--- src/design/scbp_pkg.sv ---
// Shared types, constants and helper functions for the size class buffer pool.
package scbp_pkg;

    localparam int unsigned NUM_CLASSES = 4;
    localparam int unsigned CLS_W       = 2;
    localparam int unsigned ID_W        = 5;
    localparam int unsigned SIZE_W      = 16;
    localparam int unsigned CFG_IDX_W   = 2;

    localparam int unsigned CLASS_COUNT [NUM_CLASSES] = '{16, 8, 4, 2};
    localparam int unsigned POOL_TOTAL =
        CLASS_COUNT[0] + CLASS_COUNT[1] + CLASS_COUNT[2] + CLASS_COUNT[3];

    localparam logic [SIZE_W-1:0] SIZE_RESET [NUM_CLASSES] =
        '{16'd256, 16'd1024, 16'd4096, 16'd16384};

    localparam logic CMD_ALLOC = 1'b0;
    localparam logic CMD_FREE  = 1'b1;

    localparam logic [1:0] ST_OK        = 2'd0;
    localparam logic [1:0] ST_NO_FIT    = 2'd1;
    localparam logic [1:0] ST_EXHAUSTED = 2'd2;
    localparam logic [1:0] ST_BAD_ID    = 2'd3;

    typedef logic [NUM_CLASSES-1:0][SIZE_W-1:0] size_arr_t;

    typedef struct packed {
        logic            pop;
        logic            push;
        logic [CLS_W-1:0] cls;
        logic [ID_W-1:0]  id;
    } list_op_t;

    typedef struct packed {
        logic [NUM_CLASSES-1:0][ID_W-1:0] head;
        logic [NUM_CLASSES-1:0]           head_valid;
    } list_stat_t;

    function automatic int unsigned class_base(input int unsigned c);
        int unsigned b;
        b = 0;
        for (int unsigned k = 0; k < NUM_CLASSES; k++) begin
            if (k < c) begin
                b = b + CLASS_COUNT[k];
            end
        end
        return b;
    endfunction

    function automatic logic is_last(input int unsigned id);
        logic r;
        r = 1'b0;
        for (int unsigned c = 0; c < NUM_CLASSES; c++) begin
            if (id == class_base(c) + CLASS_COUNT[c] - 1) begin
                r = 1'b1;
            end
        end
        return r;
    endfunction

    function automatic logic [CLS_W-1:0] owner_class(input logic [ID_W-1:0] id);
        logic [CLS_W-1:0] r;
        logic             hit;
        r   = CLS_W'(NUM_CLASSES - 1);
        hit = 1'b0;
        for (int unsigned c = 0; c < NUM_CLASSES - 1; c++) begin
            if (!hit && ({26'd0, id} < 31'(class_base(c + 1)))) begin
                r   = CLS_W'(c);
                hit = 1'b1;
            end
        end
        return r;
    endfunction

    function automatic logic [ID_W-1:0] clamp_id(input logic [ID_W-1:0] id);
        return ({26'd0, id} >= 31'(POOL_TOTAL)) ? '0 : id;
    endfunction

endpackage

--- src/design/scbp_lists.sv ---
// Free list storage: per-class heads and the next-pointer store.
module scbp_lists (
    input  logic                 aclk,
    input  logic                 aresetn,
    input  scbp_pkg::list_op_t   op,
    output scbp_pkg::list_stat_t stat
);

    logic [scbp_pkg::NUM_CLASSES-1:0][scbp_pkg::ID_W-1:0] head_reg;
    logic [scbp_pkg::NUM_CLASSES-1:0]                     hvalid_reg;
    logic [scbp_pkg::ID_W-1:0] next_reg   [scbp_pkg::POOL_TOTAL];
    logic                      nvalid_reg [scbp_pkg::POOL_TOTAL];

    logic [scbp_pkg::ID_W-1:0] pop_id;

    assign pop_id          = scbp_pkg::clamp_id(head_reg[op.cls]);
    assign stat.head       = head_reg;
    assign stat.head_valid = hvalid_reg;

    always_ff @(posedge aclk) begin
        if (!aresetn) begin
            for (int unsigned c = 0; c < scbp_pkg::NUM_CLASSES; c++) begin
                head_reg[c]   <= scbp_pkg::ID_W'(scbp_pkg::class_base(c));
                hvalid_reg[c] <= 1'b1;
            end
            for (int unsigned i = 0; i < scbp_pkg::POOL_TOTAL; i++) begin
                next_reg[i]   <= scbp_pkg::is_last(i) ? '0 : scbp_pkg::ID_W'(i + 1);
                nvalid_reg[i] <= !scbp_pkg::is_last(i);
            end
        end else if (op.pop) begin
            head_reg[op.cls]   <= next_reg[pop_id];
            hvalid_reg[op.cls] <= nvalid_reg[pop_id];
            nvalid_reg[pop_id] <= 1'b0;
        end else if (op.push) begin
            next_reg[op.id]    <= head_reg[op.cls];
            nvalid_reg[op.id]  <= hvalid_reg[op.cls];
            head_reg[op.cls]   <= op.id;
            hvalid_reg[op.cls] <= 1'b1;
        end
    end

endmodule

--- src/design/scbp_ctrl.sv ---
// Sequencer with a shared size comparator; owns the result register.
module scbp_ctrl (
    input  logic                          aclk,
    input  logic                          aresetn,
    input  logic                          s_valid,
    output logic                          s_ready,
    input  logic                          s_cmd,
    input  logic [scbp_pkg::SIZE_W-1:0]   s_req_size,
    input  logic [scbp_pkg::ID_W-1:0]     s_buffer_id,
    output logic                          m_valid,
    input  logic                          m_ready,
    output logic                          m_ok,
    output logic [1:0]                    m_status,
    output logic [scbp_pkg::ID_W-1:0]     m_granted_id,
    output logic [scbp_pkg::CLS_W-1:0]    m_granted_class,
    input  scbp_pkg::size_arr_t           class_size,
    input  scbp_pkg::list_stat_t          stat,
    output scbp_pkg::list_op_t            op
);

    localparam logic [1:0] S_IDLE = 2'd0;
    localparam logic [1:0] S_SCAN = 2'd1;
    localparam logic [1:0] S_POP  = 2'd2;
    localparam logic [1:0] S_FREE = 2'd3;

    localparam logic [scbp_pkg::CLS_W-1:0] LAST_CLS =
        scbp_pkg::CLS_W'(scbp_pkg::NUM_CLASSES - 1);

    logic [1:0]                    state_reg, state_next;
    logic [scbp_pkg::SIZE_W-1:0]   req_reg, req_next;
    logic [scbp_pkg::ID_W-1:0]     bid_reg, bid_next;
    logic [scbp_pkg::CLS_W-1:0]    idx_reg, idx_next;
    logic                          fit_reg, fit_next;

    logic                          ovalid_reg, ovalid_next;
    logic                          ok_reg, ok_next;
    logic [1:0]                    status_reg, status_next;
    logic [scbp_pkg::ID_W-1:0]     gid_reg, gid_next;
    logic [scbp_pkg::CLS_W-1:0]    gcls_reg, gcls_next;

    logic cmp_lt;
    logic fit_now;
    logic out_busy;
    logic finish;

    assign cmp_lt   = req_reg < class_size[idx_reg];
    assign fit_now  = fit_reg | cmp_lt;
    assign out_busy = ovalid_reg && !m_ready;
    assign s_ready  = (state_reg == S_IDLE);

    assign m_valid         = ovalid_reg;
    assign m_ok            = ok_reg;
    assign m_status        = status_reg;
    assign m_granted_id    = gid_reg;
    assign m_granted_class = gcls_reg;

    always_comb begin
        state_next  = state_reg;
        req_next    = req_reg;
        bid_next    = bid_reg;
        idx_next    = idx_reg;
        fit_next    = fit_reg;
        ok_next     = ok_reg;
        status_next = status_reg;
        gid_next    = gid_reg;
        gcls_next   = gcls_reg;
        finish      = 1'b0;
        op          = '0;
        unique case (state_reg)
            S_IDLE: begin
                if (s_valid) begin
                    req_next   = s_req_size;
                    bid_next   = s_buffer_id;
                    idx_next   = '0;
                    fit_next   = 1'b0;
                    state_next = (s_cmd == scbp_pkg::CMD_FREE) ? S_FREE : S_SCAN;
                end
            end
            S_SCAN: begin
                if (fit_now && stat.head_valid[idx_reg]) begin
                    state_next = S_POP;
                end else if (idx_reg == LAST_CLS) begin
                    if (!out_busy) begin
                        finish      = 1'b1;
                        ok_next     = 1'b0;
                        status_next = fit_now ? scbp_pkg::ST_EXHAUSTED : scbp_pkg::ST_NO_FIT;
                        gid_next    = '0;
                        gcls_next   = '0;
                        state_next  = S_IDLE;
                    end
                end else begin
                    idx_next = idx_reg + 1'b1;
                    fit_next = fit_now;
                end
            end
            S_POP: begin
                op.cls = idx_reg;
                if (!out_busy) begin
                    finish      = 1'b1;
                    op.pop      = 1'b1;
                    ok_next     = 1'b1;
                    status_next = scbp_pkg::ST_OK;
                    gid_next    = scbp_pkg::clamp_id(stat.head[idx_reg]);
                    gcls_next   = idx_reg;
                    state_next  = S_IDLE;
                end
            end
            S_FREE: begin
                op.cls = scbp_pkg::owner_class(bid_reg);
                op.id  = bid_reg;
                if (!out_busy) begin
                    finish     = 1'b1;
                    state_next = S_IDLE;
                    if ({26'd0, bid_reg} >= 31'(scbp_pkg::POOL_TOTAL)) begin
                        ok_next     = 1'b0;
                        status_next = scbp_pkg::ST_BAD_ID;
                        gid_next    = '0;
                        gcls_next   = '0;
                    end else begin
                        op.push     = 1'b1;
                        ok_next     = 1'b1;
                        status_next = scbp_pkg::ST_OK;
                        gid_next    = bid_reg;
                        gcls_next   = op.cls;
                    end
                end
            end
            default: state_next = S_IDLE;
        endcase
        ovalid_next = finish | out_busy;
    end

    always_ff @(posedge aclk) begin
        if (!aresetn) begin
            state_reg  <= S_IDLE;
            ovalid_reg <= 1'b0;
        end else begin
            state_reg  <= state_next;
            ovalid_reg <= ovalid_next;
        end
    end

    always_ff @(posedge aclk) begin
        req_reg    <= req_next;
        bid_reg    <= bid_next;
        idx_reg    <= idx_next;
        fit_reg    <= fit_next;
        ok_reg     <= ok_next;
        status_reg <= status_next;
        gid_reg    <= gid_next;
        gcls_reg   <= gcls_next;
    end

endmodule

--- src/design/size_class_buffer_pool.sv ---
// Top level of the size class buffer pool: config registers and wiring.
//
//  channel  dir  handshake           payload
//  s_       in   s_valid / s_ready   s_cmd, s_req_size, s_buffer_id
//  m_       out  m_valid / m_ready   m_ok, m_status, m_granted_id, m_granted_class
//  cfg_     in   cfg_wr_en           cfg_index, cfg_wr_data
//
// Free: accept, then push. Alloc: accept, then the
// shared size comparator checks one class per cycle, then the pop.
// Synchronous active-low reset restores class sizes and the initial free lists.
// A pending result in the output register lets the next item be accepted;
// the sequencer only stalls when it must write a result over one not yet taken.
module size_class_buffer_pool (
    input  logic                            aclk,
    input  logic                            aresetn,
    input  logic                            s_valid,
    output logic                            s_ready,
    input  logic                            s_cmd,
    input  logic [scbp_pkg::SIZE_W-1:0]     s_req_size,
    input  logic [scbp_pkg::ID_W-1:0]       s_buffer_id,
    output logic                            m_valid,
    input  logic                            m_ready,
    output logic                            m_ok,
    output logic [1:0]                      m_status,
    output logic [scbp_pkg::ID_W-1:0]       m_granted_id,
    output logic [scbp_pkg::CLS_W-1:0]      m_granted_class,
    input  logic                            cfg_wr_en,
    input  logic [scbp_pkg::CFG_IDX_W-1:0]  cfg_index,
    input  logic [scbp_pkg::SIZE_W-1:0]     cfg_wr_data
);

    scbp_pkg::size_arr_t  size_reg;
    scbp_pkg::list_stat_t stat;
    scbp_pkg::list_op_t   op;

    always_ff @(posedge aclk) begin
        if (!aresetn) begin
            for (int unsigned c = 0; c < scbp_pkg::NUM_CLASSES; c++) begin
                size_reg[c] <= scbp_pkg::SIZE_RESET[c];
            end
        end else if (cfg_wr_en) begin
            size_reg[cfg_index] <= cfg_wr_data;
        end
    end

    scbp_ctrl u_ctrl (
        .aclk            (aclk),
        .aresetn         (aresetn),
        .s_valid         (s_valid),
        .s_ready         (s_ready),
        .s_cmd           (s_cmd),
        .s_req_size      (s_req_size),
        .s_buffer_id     (s_buffer_id),
        .m_valid         (m_valid),
        .m_ready         (m_ready),
        .m_ok            (m_ok),
        .m_status        (m_status),
        .m_granted_id    (m_granted_id),
        .m_granted_class (m_granted_class),
        .class_size      (size_reg),
        .stat            (stat),
        .op              (op)
    );

    scbp_lists u_lists (
        .aclk    (aclk),
        .aresetn (aresetn),
        .op      (op),
        .stat    (stat)
    );

endmodule

--- config.mk ---
export PLATFORM = sky130hd
export DESIGN_NAME = size_class_buffer_pool
export DESIGN_NICKNAME = d
export VERILOG_FILES = /design/src/design/scbp_pkg.sv /design/src/design/scbp_lists.sv /design/src/design/scbp_ctrl.sv /design/src/design/size_class_buffer_pool.sv
export SDC_FILE = /design/constraint.sdc
export NUM_CORES = 1
export LEC_CHECK = 0
export BUFFER_PORTS_ARGS = -buffer_cell sky130_fd_sc_hd__buf_2
export CAP_MARGIN = 10
export CORE_UTILIZATION = 40
export CTS_CLUSTER_SIZE = 25
export DETAILED_ROUTE_END_ITERATION = 7
export PLACE_DENSITY = 0.63
export SLEW_MARGIN = 20
export SYNTH_ARGS = -nofsm -noshare
export SYNTH_HDL_FRONTEND = slang
export SYNTH_HIERARCHICAL = 1
export SYNTH_SLANG_ARGS = --single-unit
export TNS_END_PERCENT = 1
--- constraint.sdc ---
create_clock -name aclk -period 7.02 [get_ports aclk]
set_clock_uncertainty 0.2 [all_clocks]
set_input_delay 1.053 -clock aclk [delete_from_list [all_inputs] [get_ports aclk]]
set_output_delay 1.053 -clock aclk [all_outputs]
set_load 0.05 [all_outputs]
* After elaboration in Yosys (flattened, before gate mapping)
Memory sizes are Yosys's and may differ from the RTL's. Index checks and enable logic that the tools add are counted.
Storage, ports and cells: bits in registers 125, output and inout port bits 12, memory bits (writable) 180, memories 2, input bits 45, logic and storage cells 451
Memories:
- u_lists.next_reg | words 30, width 5, rd ports 1, clocked after memory_dff 0, wr ports 30, line scbp_lists.sv:11 | logic [scbp_pkg::ID_W-1:0] next_reg [scbp_pkg::POOL_TOTAL];
- u_lists.nvalid_reg | words 30, width 1, rd ports 1, clocked after memory_dff 0, wr ports 30, line scbp_lists.sv:12 | logic nvalid_reg [scbp_pkg::POOL_TOTAL];
Operators by class: bitwise operators 3, muxes and demuxes 255, reduce and logical (&&, ||, !) cells 54, magnitude comparators 12, eq/ne operators 97, add/subtract/negate cells 9
Operator list (number):
- 5-bit by 32-bit == test with 1-bit output (first input constant) | 42
- 4-bit by 32-bit == test with 1-bit output (first input constant) | 21
- 3-bit by 32-bit == test with 1-bit output (first input constant) | 12
- 2-bit by 32-bit == test with 1-bit output (first input constant) | 6
- 5-bit 2-to-1 mux | 31
- 1-bit 2-to-1 mux | 153
- 1-bit by 32-bit == test with 1-bit output (first input constant) | 3
- 32-bit logical NOT | 3
- 32-bit 2-to-1 mux | 3
- 32-bit by 1-bit subtractor with 32-bit output (second input constant) | 3
- 5-bit by 31-bit < comparator with 1-bit output | 3
- 31-bit 2-to-1 mux | 3
- 64-bit bitwise mux | 1
- 20-bit 2-to-1 mux | 3
- 2-bit 2-to-1 mux | 25
- 20-bit bitwise mux | 2
- 4-bit 2-to-1 mux | 10
- 1-bit logical NOT | 33
- 32-bit by 2-bit adder with 32-bit output (second input constant) | 1
- 32-bit by 3-bit adder with 32-bit output (second input constant) | 1
- 32-bit by 4-bit adder with 32-bit output (second input constant) | 1
- 16-bit binary-select mux with 2-bit select | 1
- 16-bit demux with 2-bit select | 1
- 16-bit 2-to-1 mux | 2
- 35 further kinds | 66

* Logic depth before layout (Yosys ltp)
Gate-level depths: netlist of the first run.
word-level depth 21, mapped depth 18

* By module
The synthesis of the first run kept the hierarchy.
Modules (own cells, without submodules):
- scbp_lists | sequential area each 6336.1 um^2, instances 1, cells each 1029, area an instance 10731.5 um^2
- size_class_buffer_pool | sequential area each 1281.2 um^2, instances 1, cells each 235, area an instance 2452.4 um^2
- scbp_ctrl | sequential area each 1081.0 um^2, instances 1, cells each 191, area an instance 2384.8 um^2

* Least setup slack after synthesis of the first run
OpenSTA, ideal clock, no wires.
kind register to register, start register u_ctrl/idx_reg[0] (netlist bit), end register u_ctrl.gcls_reg (netlist bit u_ctrl/m_granted_class[0]) (enable), cell stages (with the launch flop) 11, data required time 6.386 ns, period minus slack after synthesis 4.636 ns, arrival 4.002 ns, slack 2.384 ns, path buffers 2, library setup time 0.434 ns, cells stage by stage edfxtp_1 > buf_2 > buf_1 > mux4_2 > inv_1 > ha_1 > nand4_1 > nor2_1 > and3_2 > a2111oi_2 > a2111oi_0
On the way: cells in the longest elaborated chain, start to end 7, elaborated cells on any way between the ends 11, classes of those cells order compare (1); eq/ne (3); mux (4); bitwise (1); reduce/logical (2)
RTL lines:
- from (decl) | line scbp_ctrl.sv:32 | logic [scbp_pkg::CLS_W-1:0] idx_reg, idx_next;
- from (signal assigned) | line scbp_ctrl.sv:146 | idx_reg <= idx_next;
- 16-bit binary-select mux with 2-bit select | line scbp_ctrl.sv:46 | assign cmp_lt = req_reg < class_size[idx_reg];
- 16-bit 2-to-1 mux (not written as such) | line scbp_ctrl.sv:46
- 16-bit < comparator | line scbp_ctrl.sv:46
- 1-bit OR | line scbp_ctrl.sv:47 | assign fit_now = fit_reg | cmp_lt;
- 1-bit logical AND | line scbp_ctrl.sv:80 | if (fit_now && stat.head_valid[idx_reg]) begin
- 2-bit != test (no source line)
- 6-bit AND reduction (no source line) (*)
- to (signal assigned) | line scbp_ctrl.sv:151 | gcls_reg <= gcls_next;
- to (decl) | line scbp_ctrl.sv:39 | logic [scbp_pkg::CLS_W-1:0] gcls_reg, gcls_next;
Mark *: on every way between the ends. The rest lies on a longest branch, timed or not. The select of a mux whose other input is x is not followed. A chain may end at the register's enable or synchronous reset.

==> summary.md, run 1 <==
| Metric | Value |
|---|---|
| Setup TNS | 0 ns |
| CP delay by family, top | compound AO/OA/AOI/OAI gates |
| Status | completed |
| Primary FF master, synth | edfxtp_1 |
| Io pins | 57 |
| Achievable frequency | 179.8 MHz |
| Hold path cells | 2 |
| Fill count | 3605 |
| CP max stage delay | about 0.74 ns |
| Max reg flops | 160 |
| First-pass GRT wire length | about 64000 µm |
| Arrival time at the worst endpoint | around 5.6 ns |
| Synth cell types | between 80 and 90 |
| Synth Warn # | 6 |
| Startpoint Class | flop |
| Final Hold Vio Count | 0 |
| Required time of the critical path | around 7.0 ns |
| Layout area overhead | 11.09% |
| Minimum clock period after layout | 5.561 ns |
| Worst hold slack | 0.2554 ns |
| Share of flip-flops with an asynchronous set or reset | 0% |
| Worst hold endpoint | size_reg[3] |
| Placer Congestion | approximately 0.90 |
| Cell Pwr Density | approximately 300 mW/mm² |
| CP bufs+invs | 2 |
| Worst-Margin Slew | 1.112 ns |
| Total wire length | around 42000 µm |
| Max VDD drop | around 0.00017 V |
| Setup WS pre-CTS | ~1.6 ns |
| Die extent in y | around 200 µm |
| Critical path class | reg2reg |
| Num rows | a little over 70 |
| Detailed Routing Iterations Pass 1 | 5 |
| RSZ-0062 raised after global routing | false |
| Skew-Pair Late Insertion Delay | between 0.5 and 0.6 ns |
| Period utilisation layout | between 70 and 80% |
| Rel. slew slack | between 20% and 30% |
| CTS tree | yes |
| R2R Setup Slk | approximately 1.5 ns |
| Clk pin slew, worst setup/hold paths | roughly 0.060 ns |
| Post-Syn Area | around 0.016 mm² |
| Grt ovf | 0 |
| Worst r2r dst | u_lists/stat[18] |
| Worst-path cell chain | nand2_1 -> a21oi_1 -> o21a_1 -> mux2i_1 -> mux2_4 -> clkinv_2 -> nand4_1 -> nand2_1 -> buf_4 -> mux4_2 -> a211o_1 -> and4_4 -> nor3_4 -> o311ai_1 |
| Multi-input logic area | between 0.006 and 0.007 mm² |
| TritonCTS Buffers | 37 |
| Share of cells above drive strength 1 | 13.35% |
| Max clock buf depth | 3 |
| Mapped Avg Cell Area | ~11 µm² |
| Placed wire-length estimate | between 20000 and 30000 µm |
| IO buf count | 56 |
| CP max-delay cell | o21a_1 |
| Core area | around 0.038 mm² |
| Post-DR wirelength/cell | ~21 µm |
| Max Cap Viol | 0 |
| DR DRC count | 0 |
| H-tree Lvls | 2 |
| Initial core utilization | 40.95% |
| CTS hold repair buffers | 0 |
| Pleak | 5.862 nW |
| Root Driver | clkbuf_16 |
| Reg2reg start | u_ctrl/state_reg[0] |
| Largest net degree at the start of global routing | just over 90 |
| Cell count after synthesis | ~1500 |
| Hold Startpoint | size_reg[3] |
| CTS Sinks | approximately 320 |
| Vias per inst | approximately 5.8 |
| Initial antenna violation count | 1 |
| Vias | between 10000 and 15000 |
| Fin worst setup slack | 1.459 ns |
| FF+latch area | approximately 0.0087 mm² |
| Tot GR Track Use | 21.34% |
| Min-delay worst type | reg2reg |
| Most numerous cell on the critical path | nand2_1 |
| Max-slew violations | 0 |
| EDFF count, synth | 235 |
| Gates resized, CTS repair | 0 |
| Most common cell after layout, fill and taps aside | nand2_1 |
| Iteration-0 DRC count of the detailed router | 1059 |
| Vias in the first global route | approximately 11000 |
| Synth Net Count | roughly 1500 |
| Antenna Nets Post-Route | 0 |
| Width of the die | about 200 µm |
| Final nets | roughly 1500 |
| Postcts setup bufs | 0 |
| CP max FO | between 40 and 50 |
| Worst setup EP type | flop |
| Final setup violation count | 0 |
| Sequential area share after synthesis | between 50% and 60% |
| Die area | about 0.040 mm² |
| Worst reg-to-reg path cell count | 14 |
| Most frequent cells in the layout | nand2_1 (319), edfxtp_1 (235), nor2_1 (170) |
| Seq cells post-synth | around 320 |
-- final cells by class --
class / count / share of cell area, %
diodes: 1 / 0.01447
clock buffers: 51 / 5.918
clock inverters: 15 / 0.7162
inverters: 30 / 0.6873
multi-input cells: 1007 / 36.08
flip-flops and latches: 317 / 50.29
well taps: 511 / 3.697
repair buffers: 78 / 2.590
-- worst reg2reg max path, delay by kind of cell (launching register included) --
| family | cells | cell delay, ns |
|---|---|---|
| buffers and inverters | 2 | 0.73 |
| and+or+nand+nor | 5 | 1.10 |
| muxes | 3 | 1.30 |
| DFF | 1 | 0.62 |
| AOI/OAI and AO/OA | 4 | 1.31 |
-- Yosys cell counts (5+ instances only) --
master	number	area [µm²]
o211ai_1	14	105.1
mux4_2	27	608.1
o31ai_1	6	45.04
o311a_1	5	50.05
mux2i_1	96	960.9
o22ai_1	11	68.82
o221ai_1	15	131.4
buf_1	6	22.52
o21ai_0	66	330.3
dfxtp_1	82	1642
buf_6	10	112.6
or2_2	7	43.79
nor2b_1	11	68.82
buf_4	11	82.58
a221oi_1	5	43.79
nor3_1	16	80.08
ha_1	16	200.2
edfxtp_1	235	7057
and3_1	9	56.30
a31oi_1	18	112.6
o21a_1	7	52.55
a22o_1	7	61.31
mux2_2	12	135.1
a21oi_1	34	170.2
buf_2	20	100.1
nand2_1	319	1197
nand3_1	34	170.2
a221o_1	5	50.05
nand2b_1	5	31.28
or3_1	5	31.28
nor3b_1	7	52.55
nor2_1	170	638.1
clkbuf_1	53	198.9
inv_1	26	97.59
-- cell families after synthesis --
kind of cell | after synthesis | share of synthesized area, %
adders and majority gates | 16 | 1.286
buffers and inverters | 131 | 4.179
DFF | 317 | 55.87
AOI/OAI and AO/OA | 241 | 10.59
and+or+nand+nor | 613 | 16.93
muxes | 137 | 11.14
-- routing by layer --
layer / track usage [%] / vias up / part of all wire [%]
met5: 0 / - / 0
met4: 8.433 / 0 / 3.6
met3: 3.848 / 93 / 7.4
met2: 34.39 / 493 / 47
met1: 28.39 / 5671 / 42
li1: - / 5333 / -
-- power breakdown --
part	switching [W]	internal, W	total, W	leakage (nW)
combinational	0.000810	0.000350	0.00116	2.58
clock	0.000769	0.00106	0.00183	0.564
sequential	0.0000448	0.00210	0.00215	2.72
-- worst max-delay path by stage --
stage	endpoint	depth (start not counted)	start	slack, ns
detailed placement	u_lists/stat[18]	14	u_ctrl/state_reg[0]	1.59
CTS	u_lists/stat[18]	14	u_ctrl/state_reg[0]	1.57
global route	u_lists/nvalid_reg[13]	13	u_ctrl/state_reg[0]	1.17
finish	u_lists/stat[18]	14	u_ctrl/state_reg[0]	1.46
floorplan	u_ctrl/m_granted_class[0]	10	u_ctrl/idx_reg[0]	2.38
global placement	u_lists/stat[18]	14	u_ctrl/state_reg[0]	1.65
-- stage by stage --
stage | utilization, % | power [W] | area [µm²] | std cells
6_report | 45.49 | 0.005139 | 17300 | 2010
3_5_place_dp | 42.45 | 0.003325 | 16140 | 1943
2_1_floorplan | - | 0.002991 | 15570 | 1455
4_1_cts | 45.47 | 0.005163 | 17290 | 2009
5_1_grt | 45.49 | 0.005322 | 17300 | 2010
3_3_place_gp | 42.45 | 0.003309 | 16140 | 1943
No activity file was read; power rests on OpenSTA's default activity.
==> run 2, diff against run 1 <==
clock period = 5.4 ns   (was 7.02 ns; I/O delays follow)
==> run 2 against run 1 <==
Routed wire length rose by 1.1%. Final cell count rose by 0.35%. Sequential cell count did not move. Hold slack got worse by 0.026 ns. Via count fell by 0.26%. Critical path depth fell by 1. Non-clock buffer count rose by 10. Combinational power rose by 32%. Setup slack got worse by 0.87 ns. Cell area fell by 0.12%. Critical path type unchanged. Critical endpoint is now u_lists/nvalid_reg[29].
==> summary.md, run 2 (same netlist as run 1, synthesis figures left out) <==
| Metric | Value |
|---|---|
| Status | completed |
| Total wire length | 42330 µm |
| Critical path class | reg2reg |
| Worst hold endpoint | u_ctrl/bid_reg[3] |
| Max-slew violations | 0 |
| Worst-path cell chain | nand2_1 -> a21oi_1 -> o21a_1 -> mux2i_1 -> mux2_4 -> clkinv_2 -> buf_4 -> nand3_1 -> nand2_1 -> o21ai_1 -> nand3_1 -> or2_2 -> nand2_1 |
| Num rows | 71 |
| CTS Sinks | 317 |
| CP max-delay cell | dfxtp_1 |
| Fin worst setup slack | 0.5913 ns |
| Minimum clock period after layout | ~4.8 ns |
| Placed Instance Area | 0.01622 mm² |
| Worst setup EP type | flop |
| Most frequent cells in the layout | nand2_1 (319), edfxtp_1 (235), nor2_1 (170) |
| Worst-Margin Slew | around 1.1 ns |
| H-tree Lvls | 2 |
| Core area | around 0.038 mm² |
| Min-delay worst type | in2reg |
| Clock power share | between 30 and 40% |
| Clk pin slew, worst setup/hold paths | approximately 0.06 ns |
| Max Cap Viol | 0 |
| Arrival time at the worst endpoint | slightly below 5 ns |
| Switching share of power | 32.33% |
| Worst r2r dst | u_lists/nvalid_reg[29] |
| Max VDD drop | about 0.00022 V |
| Startpoint Class | flop |
| Setup WS pre-CTS | around 0.75 ns |
| Die extent in y | around 200 µm |
| First-pass GRT wire length | 66250 µm |
| Max reg flops | between 150 and 200 |
| Period utilisation layout | between 80% and 90% |
| Gates resized, CTS repair | 0 |
| Antenna Nets Post-Route | 0 |
| Share of cells above drive strength 1 | between 10 and 15% |
| Final setup violation count | 0 |
| Postcts setup bufs | 0 |
| Final Hold Vio Count | 0 |
| Die area | 0.03971 mm² |
| Placed wire-length estimate | about 29000 µm |
| Final nets | 1540 |
| Width of the die | approximately 200 µm |
| Placer Congestion | a little over 0.9 |
| CTS hold repair buffers | 0 |
| Setup TNS | 0 ns |
| Worst hold slack | 0.2292 ns |
| Reg power frac | between 40% and 50% |
| Max clock buf depth | 3 |
| Most numerous cell on the critical path | nand2_1 |
| Root Driver | clkbuf_16 |
| Post-DR wirelength/cell | ~21 µm |
| Io pins | 57 |
| CP max FO | 28 |
| Reg2reg start | u_ctrl/state_reg[0] |
| CTS tree | yes |
| Vias in the first global route | approximately 11000 |
| Largest net degree at the start of global routing | 70 |
| Worst reg-to-reg path cell count | 13 |
| Required time of the critical path | between 5 and 6 ns |
| Switching power | ~0.0021 W |
| Achievable frequency | 208.0 MHz |
| Grt ovf | 0 |
| Initial antenna violation count | 0 |
| Hold Startpoint | s_buffer_id[3] |
| IO buf count | 56 |
| Vias | 11560 |
| RSZ-0062 raised after global routing | false |
| Most common cell after layout, fill and taps aside | nand2_1 |
| Combinational share of power | approximately a quarter |
| TritonCTS Buffers | 35 |
| Post-route cell area | 0.01727 mm² |
| R2R Setup Slk | roughly 0.6 ns |
| Cell Pwr Density | roughly 380 mW/mm² |
| Skew-Pair Late Insertion Delay | roughly 0.55 ns |
| Initial core utilization | 40.95% |
| Iteration-0 DRC count of the detailed router | roughly 1100 |
| Vias per inst | between 5 and 6 |
| Pleak | just under 6 nW |
| Tot GR Track Use | about 22% |
| DR DRC count | 0 |
| Hold path cells | 1 |
| Rel. slew slack | 28.41% |
| Detailed Routing Iterations Pass 1 | 7 |
| # diodes | 0 |
| CP max stage delay | slightly above 0.6 ns |
| Layout area overhead | 10.95% |
| Power Internal | ~0.0044 W |
run 2: worst max-delay path by stage:
stage,from,end,slack [ns],depth (start not counted)
6_report,u_ctrl/state_reg[0],u_lists/nvalid_reg[29],0.59,13
3_3_place_gp,u_ctrl/state_reg[0],u_lists/stat[14],0.88,12
3_5_place_dp,u_ctrl/state_reg[0],u_lists/stat[16],0.75,14
5_1_grt,u_ctrl/state_reg[0],u_lists/nvalid_reg[19],0.34,13
2_1_floorplan,u_ctrl/idx_reg[0],u_ctrl/m_granted_class[0],0.76,10
4_1_cts,u_ctrl/state_reg[0],u_lists/stat[16],0.74,14
run 2: per-stage QoR:
stage / instances / total power, W / utilization, %
4_1_cts: 2017 / 0.006568 / 45.43
5_1_grt: 2017 / 0.006790 / 45.43
3_5_place_dp: 1953 / 0.004345 / 42.65
6_report: 2017 / 0.006548 / 45.43
2_1_floorplan: 1455 / 0.003889 / -
3_3_place_gp: 1953 / 0.004327 / 42.65
run 2: layout make-up:
class / count / area [µm²]
fillers: 3594 / 20750
flip-flops and latches: 317 / 8698
multi-input cells: 1007 / 6236
clock buffers: 45 / 923.4
well taps: 511 / 639.4
repair buffers: 88 / 523.0
clock inverters: 19 / 135.1
inverters: 30 / 118.9
run 2: metal layers:
metal  up-vias  global-route usage [%]  share of wire [%]
li1       5317                       -                  -
met1      5684                   30.27                 44
met2       492                   35.10                 47
met3        67                   3.190                7.0
met4         0                   7.094                2.5
met5         -                       0                  0
run 2: power groups by stage:
stage | sequential [W] | clock, W | combinational [W]
final | 0.00279 | 0.00222 | 0.00153
after global routing | 0.00280 | 0.00235 | 0.00164
after CTS | 0.00279 | 0.00227 | 0.00151
after detailed placement | 0.00284 | 0 | 0.00150
after global placement | 0.00284 | 0 | 0.00149
after floorplan | 0.00285 | 0 | 0.00104
run 2: worst max-delay path: cells and delay by family (launching register included):
kind | cells | cell delay (ns)
AO/OA/AOI/OAI | 3 | 1.30
buffers and inverters | 2 | 0.55
flip-flops | 1 | 0.62
multiplexers | 2 | 0.61
AND/OR/NAND/NOR | 6 | 1.21
